==> src/hw/rtl/aqvr_pkg.sv <==
// ----------------------------------------------------------------------------
// aqvr_pkg
// Shared types and constants for the queue with value removal: request
// kinds, status codes and field widths.
// ----------------------------------------------------------------------------
`default_nettype none

package aqvr_pkg;

  localparam int WORD_W = 32;
  localparam int CFG_W  = 5;
  localparam int OCC_W  = 5;
  localparam int KIND_W = 2;
  localparam int STS_W  = 2;

  localparam logic [CFG_W-1:0]  CAP_RESET   = CFG_W'(16);
  localparam logic [WORD_W-1:0] EMPTY_FRONT = {WORD_W{1'b1}};

  typedef enum logic [KIND_W-1:0] {
    REQ_ENQ    = 2'd0,
    REQ_DEQ    = 2'd1,
    REQ_REMOVE = 2'd2
  } req_kind_t;

  typedef enum logic [STS_W-1:0] {
    ST_DONE  = 2'd0,
    ST_FULL  = 2'd1,
    ST_EMPTY = 2'd2
  } status_t;

endpackage

`default_nettype wire

==> src/hw/rtl/aqvr_ifs.sv <==
// ----------------------------------------------------------------------------
// aqvr request and response channels
// Valid/ready channels for the queue requests and the per-request results.
// ----------------------------------------------------------------------------
`default_nettype none

interface aqvr_req_if;
  import aqvr_pkg::*;

  logic                     valid;
  logic                     ready;
  logic [KIND_W-1:0]        req_type;
  logic signed [WORD_W-1:0] value;

  modport source (output valid, output req_type, output value, input ready);
  modport sink   (input valid, input req_type, input value, output ready);
endinterface

interface aqvr_rsp_if;
  import aqvr_pkg::*;

  logic                     valid;
  logic                     ready;
  logic [STS_W-1:0]         status;
  logic signed [WORD_W-1:0] front_value;
  logic [OCC_W-1:0]         occupancy;
  logic                     is_empty;
  logic                     is_full;

  modport source (output valid, output status, output front_value, output occupancy,
                  output is_empty, output is_full, input ready);
  modport sink   (input valid, input status, input front_value, input occupancy,
                  input is_empty, input is_full, output ready);
endinterface

`default_nettype wire

==> src/hw/rtl/array_queue_with_value_removal.sv <==
// ----------------------------------------------------------------------------
// array_queue_with_value_removal
// Bounded FIFO of signed words with enqueue, dequeue and remove-all-equal.
// ----------------------------------------------------------------------------
// The queue lives in a circular single-write, single-read memory of DEPTH
// words; one request is worked at a time and each gives one result on rsp.
// Enqueue and rejected or unused requests go from S_IDLE straight to S_DONE,
// a dequeue passes S_FETCH and S_LOAD to read the new front (skipped when it
// leaves the queue empty), and a remove runs S_REMOVE, where the memory
// read port sweeps the stored entries one per cycle while kept entries are
// written back in order. A new request is taken once the previous result
// is loaded into the output register, even while that result still waits
// for a transfer.
`default_nettype none

module array_queue_with_value_removal #(
  parameter int DEPTH = 16
) (
  input  wire logic                        clk,
  input  wire logic                        rst,
  input  wire logic                        cfg_we,
  input  wire logic [aqvr_pkg::CFG_W-1:0]  cfg_wdata,
  aqvr_req_if.sink                         req,
  aqvr_rsp_if.source                       rsp
);
  import aqvr_pkg::*;

  localparam int AW    = (DEPTH > 1) ? $clog2(DEPTH) : 1;
  localparam int CNT_W = $clog2(DEPTH + 1);
  localparam int EXT_W = (CNT_W > CFG_W) ? CNT_W : CFG_W;
  localparam int SUM_W = AW + 1;

  typedef enum logic [2:0] {
    S_IDLE,
    S_FETCH,
    S_LOAD,
    S_REMOVE,
    S_DONE
  } state_t;

  state_t            state;
  logic [CFG_W-1:0]  cap_reg;
  logic [AW-1:0]     head;
  logic [CNT_W-1:0]  count;
  logic [CNT_W-1:0]  rd_i;
  logic [CNT_W-1:0]  kept;
  logic              pend;
  logic [WORD_W-1:0] front;
  logic [WORD_W-1:0] rm_val;
  status_t           sts;

  logic [WORD_W-1:0] mem [DEPTH];
  logic [WORD_W-1:0] rdata;
  logic              mem_we;
  logic [AW-1:0]     mem_waddr;
  logic [WORD_W-1:0] mem_wdata;
  logic [AW-1:0]     mem_raddr;

  logic [EXT_W-1:0]  cap_eff;
  logic [EXT_W-1:0]  count_ext;
  logic              full;
  logic              accept;
  logic              keep_hit;

  function automatic logic [AW-1:0] wrap_add(input logic [AW-1:0] base,
                                             input logic [CNT_W-1:0] offs);
    logic [SUM_W-1:0] sum;
    sum = SUM_W'(base) + SUM_W'(offs);
    if (sum >= SUM_W'(DEPTH)) begin
      sum = sum - SUM_W'(DEPTH);
    end
    return sum[AW-1:0];
  endfunction

  // effective capacity clamped to 1..DEPTH
  always_comb begin
    cap_eff = EXT_W'(cap_reg);
    if (cap_eff == '0) begin
      cap_eff = EXT_W'(1);
    end else if (cap_eff > EXT_W'(DEPTH)) begin
      cap_eff = EXT_W'(DEPTH);
    end
  end

  assign count_ext = EXT_W'(count);
  assign full      = (count_ext >= cap_eff);
  assign req.ready = (state == S_IDLE);
  assign accept    = req.valid && req.ready;
  assign keep_hit  = pend && (rdata != rm_val);

  assign mem_raddr = wrap_add(head, rd_i);

  always_comb begin
    mem_we    = 1'b0;
    mem_waddr = wrap_add(head, count);
    mem_wdata = req.value;
    if (state == S_REMOVE) begin
      mem_waddr = wrap_add(head, kept);
      mem_wdata = rdata;
      mem_we    = keep_hit;
    end else if (accept && (req.req_type == REQ_ENQ) && !full) begin
      mem_we = 1'b1;
    end
  end

  always_ff @(posedge clk) begin
    if (mem_we) begin
      mem[mem_waddr] <= mem_wdata;
    end
    rdata <= mem[mem_raddr];
  end

  always_ff @(posedge clk) begin
    if (rst) begin
      cap_reg <= CAP_RESET;
    end else if (cfg_we) begin
      cap_reg <= cfg_wdata;
    end
  end

  always_ff @(posedge clk) begin
    if (rst) begin
      state     <= S_IDLE;
      head      <= '0;
      count     <= '0;
      rd_i      <= '0;
      kept      <= '0;
      pend      <= 1'b0;
      sts       <= ST_DONE;
      rsp.valid <= 1'b0;
    end else begin
      if (rsp.valid && rsp.ready && (state != S_DONE)) begin
        rsp.valid <= 1'b0;
      end
      case (state)
        S_IDLE: begin
          if (accept) begin
            rd_i   <= '0;
            kept   <= '0;
            pend   <= 1'b0;
            rm_val <= req.value;
            case (req.req_type)
              REQ_ENQ: begin
                state <= S_DONE;
                if (full) begin
                  sts <= ST_FULL;
                end else begin
                  sts <= ST_DONE;
                  if (count == '0) begin
                    front <= req.value;
                  end
                  count <= count + CNT_W'(1);
                end
              end
              REQ_DEQ: begin
                if (count == '0) begin
                  sts   <= ST_EMPTY;
                  state <= S_DONE;
                end else begin
                  sts   <= ST_DONE;
                  head  <= wrap_add(head, CNT_W'(1));
                  count <= count - CNT_W'(1);
                  state <= (count != CNT_W'(1)) ? S_FETCH : S_DONE;
                end
              end
              REQ_REMOVE: begin
                sts   <= ST_DONE;
                state <= S_REMOVE;
              end
              default: begin
                sts   <= ST_DONE;
                state <= S_DONE;
              end
            endcase
          end
        end
        S_FETCH: begin
          state <= S_LOAD;
        end
        S_LOAD: begin
          front <= rdata;
          state <= S_DONE;
        end
        S_REMOVE: begin
          if (keep_hit) begin
            if (kept == '0) begin
              front <= rdata;
            end
            kept <= kept + CNT_W'(1);
          end
          if (rd_i < count) begin
            rd_i <= rd_i + CNT_W'(1);
            pend <= 1'b1;
          end else begin
            pend <= 1'b0;
            if (!pend) begin
              count <= kept;
              state <= S_DONE;
            end
          end
        end
        S_DONE: begin
          if (!rsp.valid || rsp.ready) begin
            rsp.valid       <= 1'b1;
            rsp.status      <= sts;
            rsp.front_value <= (count == '0) ? EMPTY_FRONT : front;
            rsp.occupancy   <= count_ext[OCC_W-1:0];
            rsp.is_empty    <= (count == '0);
            rsp.is_full     <= full;
            state           <= S_IDLE;
          end
        end
        default: begin
          state <= S_IDLE;
        end
      endcase
    end
  end

endmodule

`default_nettype wire

==> src/flat_wrapper.sv <==
// flat-port wrapper written by rule: the top's interface ports become plain ports
module array_queue_with_value_removal_flat import aqvr_pkg::*;
#(
  parameter int DEPTH = 16
)
  (clk, rst, cfg_we, cfg_wdata, req_valid, req_req_type, req_value, req_ready, rsp_valid, rsp_status, rsp_front_value, rsp_occupancy, rsp_is_empty, rsp_is_full, rsp_ready);
  aqvr_req_if req_i ();
  aqvr_rsp_if rsp_i ();
  input  wire logic clk;
  input  wire logic rst;
  input  wire logic cfg_we;
  input  wire logic [aqvr_pkg::CFG_W-1:0] cfg_wdata;
  input wire logic [$bits(req_i.valid)-1:0] req_valid;
  input wire logic [$bits(req_i.req_type)-1:0] req_req_type;
  input wire logic [$bits(req_i.value)-1:0] req_value;
  output wire logic [$bits(req_i.ready)-1:0] req_ready;
  output wire logic [$bits(rsp_i.valid)-1:0] rsp_valid;
  output wire logic [$bits(rsp_i.status)-1:0] rsp_status;
  output wire logic [$bits(rsp_i.front_value)-1:0] rsp_front_value;
  output wire logic [$bits(rsp_i.occupancy)-1:0] rsp_occupancy;
  output wire logic [$bits(rsp_i.is_empty)-1:0] rsp_is_empty;
  output wire logic [$bits(rsp_i.is_full)-1:0] rsp_is_full;
  input wire logic [$bits(rsp_i.ready)-1:0] rsp_ready;
  assign req_i.valid = req_valid;
  assign req_i.req_type = req_req_type;
  assign req_i.value = req_value;
  assign req_ready = req_i.ready;
  assign rsp_valid = rsp_i.valid;
  assign rsp_status = rsp_i.status;
  assign rsp_front_value = rsp_i.front_value;
  assign rsp_occupancy = rsp_i.occupancy;
  assign rsp_is_empty = rsp_i.is_empty;
  assign rsp_is_full = rsp_i.is_full;
  assign rsp_i.ready = rsp_ready;
  array_queue_with_value_removal #(.DEPTH(DEPTH)) u_core (.clk(clk), .rst(rst), .cfg_we(cfg_we), .cfg_wdata(cfg_wdata), .req(req_i), .rsp(rsp_i));
endmodule
==> config.mk <==
export PLATFORM = sky130hd
export DESIGN_NAME = array_queue_with_value_removal_flat
export DESIGN_NICKNAME = d
export VERILOG_FILES = /design/src/hw/rtl/aqvr_pkg.sv /design/src/hw/rtl/aqvr_ifs.sv /design/src/hw/rtl/array_queue_with_value_removal.sv /design/src/flat_wrapper.sv
export SDC_FILE = /design/constraint.sdc
export NUM_CORES = 1
export LEC_CHECK = 0
export BUFFER_PORTS_ARGS = -buffer_cell sky130_fd_sc_hd__buf_2
export CAP_MARGIN = 10
export CELL_PAD_IN_SITES_DETAIL_PLACEMENT = 0
export CELL_PAD_IN_SITES_GLOBAL_PLACEMENT = 1
export CORE_MARGIN = 4
export CORE_UTILIZATION = 54
export CTS_CLUSTER_SIZE = 20
export DETAILED_ROUTE_END_ITERATION = 8
export PLACE_DENSITY = 0.79
export SYNTH_ARGS = -nofsm -noshare
export SYNTH_HDL_FRONTEND = slang
export SYNTH_SLANG_ARGS = --single-unit
==> constraint.sdc <==
create_clock -name clk -period 9.42 [get_ports clk]
set_clock_uncertainty 0.2 [all_clocks]
set_input_delay 1.413 -clock clk [delete_from_list [all_inputs] [get_ports clk]]
set_output_delay 1.413 -clock clk [all_outputs]
set_load 0.1 [all_outputs]
==> reports/qor.yml <==
crit_path_end_kind: "flip-flop"
cts_buffers: 70
critPathLaunchType: "flip-flop"
layout_min_cycle_time_ps: 4600
clockBufferDepth: 3
mappedNetlistArea_um2: 26900
wl_per_cell_um: 25.3
crit-reg2reg-launch: "u_core.state[1]"
via_count: 14100
finalMaxSlewViolations: 0
reg2reg_depth: 11
post_cts_buffers: 0
r2r_slack_ps: 4820
async_flop_share_pct: 0
avgSynthCellArea_um2: 17.9
io_buffers: 86
maxCapViolations: 0
clk_latency_ps: 590
worstMarginPinSlew_ps: 1030
fmax_mhz: 217
finish.net_count: 1695
switching_power_mw: 1.92
syn_inst: 1502
path_class: "flip-flop to flip-flop"
yosys_warnings: 0
postCtsResizedCells: 0
synth_edf_count: 617
die-area_um2: 53500
synth_nets: 1574
via_per_inst: 6.01
p_sw_share_pct: 25.8
hold_viol: 0
htree_levels: 3
leakagePower_nw: 10.1
combPwrFrac_pct: 16.2
finalSetupViolations: 0
hpwl_um: 34300
core_um2: 49100
area_growth_pct: 13.5
whs_ps: 241
cts_tree: "built"
rsz0062_at_grt: "false"
grt_usage_pct: 22.5
layout.cells.most_common: "edfxtp_1"
yosysUniqueCellTypes: 56
totalWireLength_um: 59300
cts_hold_buf: 0
ant_nets: 0
ys.flop_type: "edfxtp_1"
hp-start: "u_core.sts[0]"
first_iter_violations: 1510
grt_pass1_wl_um: 89900
critPathRequiredTime_ps: 9440
gr-total-overflow: 0
critPathLaunch: "u_core.state[1]"
io_pins: 87
grt_max_degree: 99
relSlewSlack_pct: 30.7
r2r-end: "u_core.mem[12][24]"
grt_pass1_vias: 14300
die_y_um: 231
crit_fanout: 48
top_register: "u_core.mem"
crit_end: "u_core.mem[12][24]"
die_w_um: 231
antenna_cells: 0
firstDrtPassIters: 5
intPower_mw: 5.52
clock_sinks: 680
hp-class: "flip-flop to flip-flop"
power_density_nw_per_um2: 243
drc: 0
pwr-share-seq_pct: 47.9
layout_common_cells: "617 x edfxtp_1, 187 x nand2_1, 128 x mux4_2"
clkTransAtPathRegs_ps: 60
synth_seq_cells: 680
status: "complete, no violations"
row_count: 81
crit_arrival_ps: 4620
post-route-period-util_pct: 48.8
antenna_found_initial: 0
place_congestion: 0.814
ys_seq_area_share_pct: 73.5
cts_root_buffer: "clkbuf_16"
largest_reg_flops: 512
vdd_drop_max_v: 0.000125
start_util_pct: 54.9
setup_tns_ps: 0
clock_power_share_pct: 35.9
drive_gt1_share_pct: 26.6
routing by layer:
layer	up-vias	routed length (µm)	global-route usage, %
met5	-	0	0
met4	0	1140	6.43
met3	84	4150	3.81
met2	504	29400	36.7
met1	7334	24600	32.0
li1	6150	-	-
how the worst min path moves through the flow:
| stage | cells past startpoint | endpoint |
|---|---|---|
| after floorplan | 0 | u_core.rsp.status[0] |
| after global placement | 0 | u_core.rsp.status[0] |
| after detailed placement | 0 | u_core.rsp.status[0] |
| after CTS | 0 | u_core.rsp.status[0] |
| after global routing | 0 | u_core.rsp.status[0] |
| final | 0 | u_core.rsp.status[0] |
cells in the mapped netlist, drive strengths merged (5+ instances only):
cell type | instances | area share [%]
o21ai | 9 | 0.17
mux2 | 32 | 1.3
o211ai | 5 | 0.14
nor3 | 7 | 0.17
and2 | 35 | 0.82
ha | 26 | 1.2
dfxtp | 63 | 4.7
inv | 20 | 0.28
a21o | 5 | 0.14
nand2b | 7 | 0.16
nor4 | 18 | 0.42
buf | 26 | 0.53
nand3 | 17 | 0.32
nand4 | 14 | 0.33
or2 | 32 | 0.74
clkbuf | 48 | 0.67
nor2 | 30 | 0.42
a21oi | 22 | 0.44
mux2i | 7 | 0.26
a211oi | 34 | 0.95
mux4 | 128 | 11
nand2 | 187 | 2.6
xnor2 | 44 | 1.5
xor2 | 5 | 0.16
edfxtp | 617 | 69
a31oi | 34 | 0.79
power groups by stage:
stage / Combinational, mW / Clock (mW) / Sequential (mW)
detailed placement: 1.21 / 0 / 3.62
finish: 1.20 / 2.67 / 3.56
global route: 1.30 / 2.87 / 3.57
global placement: 1.20 / 0 / 3.62
floorplan: 0.791 / 0 / 3.72
CTS: 1.22 / 2.73 / 3.56
cell families after synthesis:
group	after synthesis	synth area share, %
flip-flops	680	73.5
buffers and inverters	94	1.48
XOR/XNOR	49	1.69
multiplexers	167	12.3
AO/OA/AOI/OAI	129	3.36
adder cells (fa/ha/maj)	28	1.36
AND/OR/NAND/NOR	355	6.25
final cells by class:
class | count | area [µm²]
Multi-Input combinational cell | 728 | 6900
Sequential cell | 680 | 19800
Fill cell | 3487 | 18500
Clock buffer | 90 | 1940
Timing Repair Buffer | 123 | 721
Clock inverter | 38 | 293
Tap cell | 664 | 831
Inverter | 20 | 75.1
critical path: stages (launching register included):
cell	delay [ps]
dfxtp_1	500
and3b_2	240
buf_4	560
nand2_1	100
o21ai_0	120
ha_1	210
inv_1	60
fa_1	820
inv_1	300
or3_1	480
nor3_2	130
buf_4	480
stage by stage:
stage	power, mW	area (µm²)	cells	worst slack, ps	utilization (%)
2_1_floorplan	4.51	26900	1502	1620	-
3_3_place_gp	4.82	28300	2215	5010	57.7
3_5_place_dp	4.84	28300	2215	4910	57.7
4_1_cts	7.50	30500	2343	4880	62.3
5_1_grt	7.74	30500	2343	4600	62.3
6_report	7.43	30500	2343	4820	62.3
No activity file was read; power rests on OpenSTA's default activity.
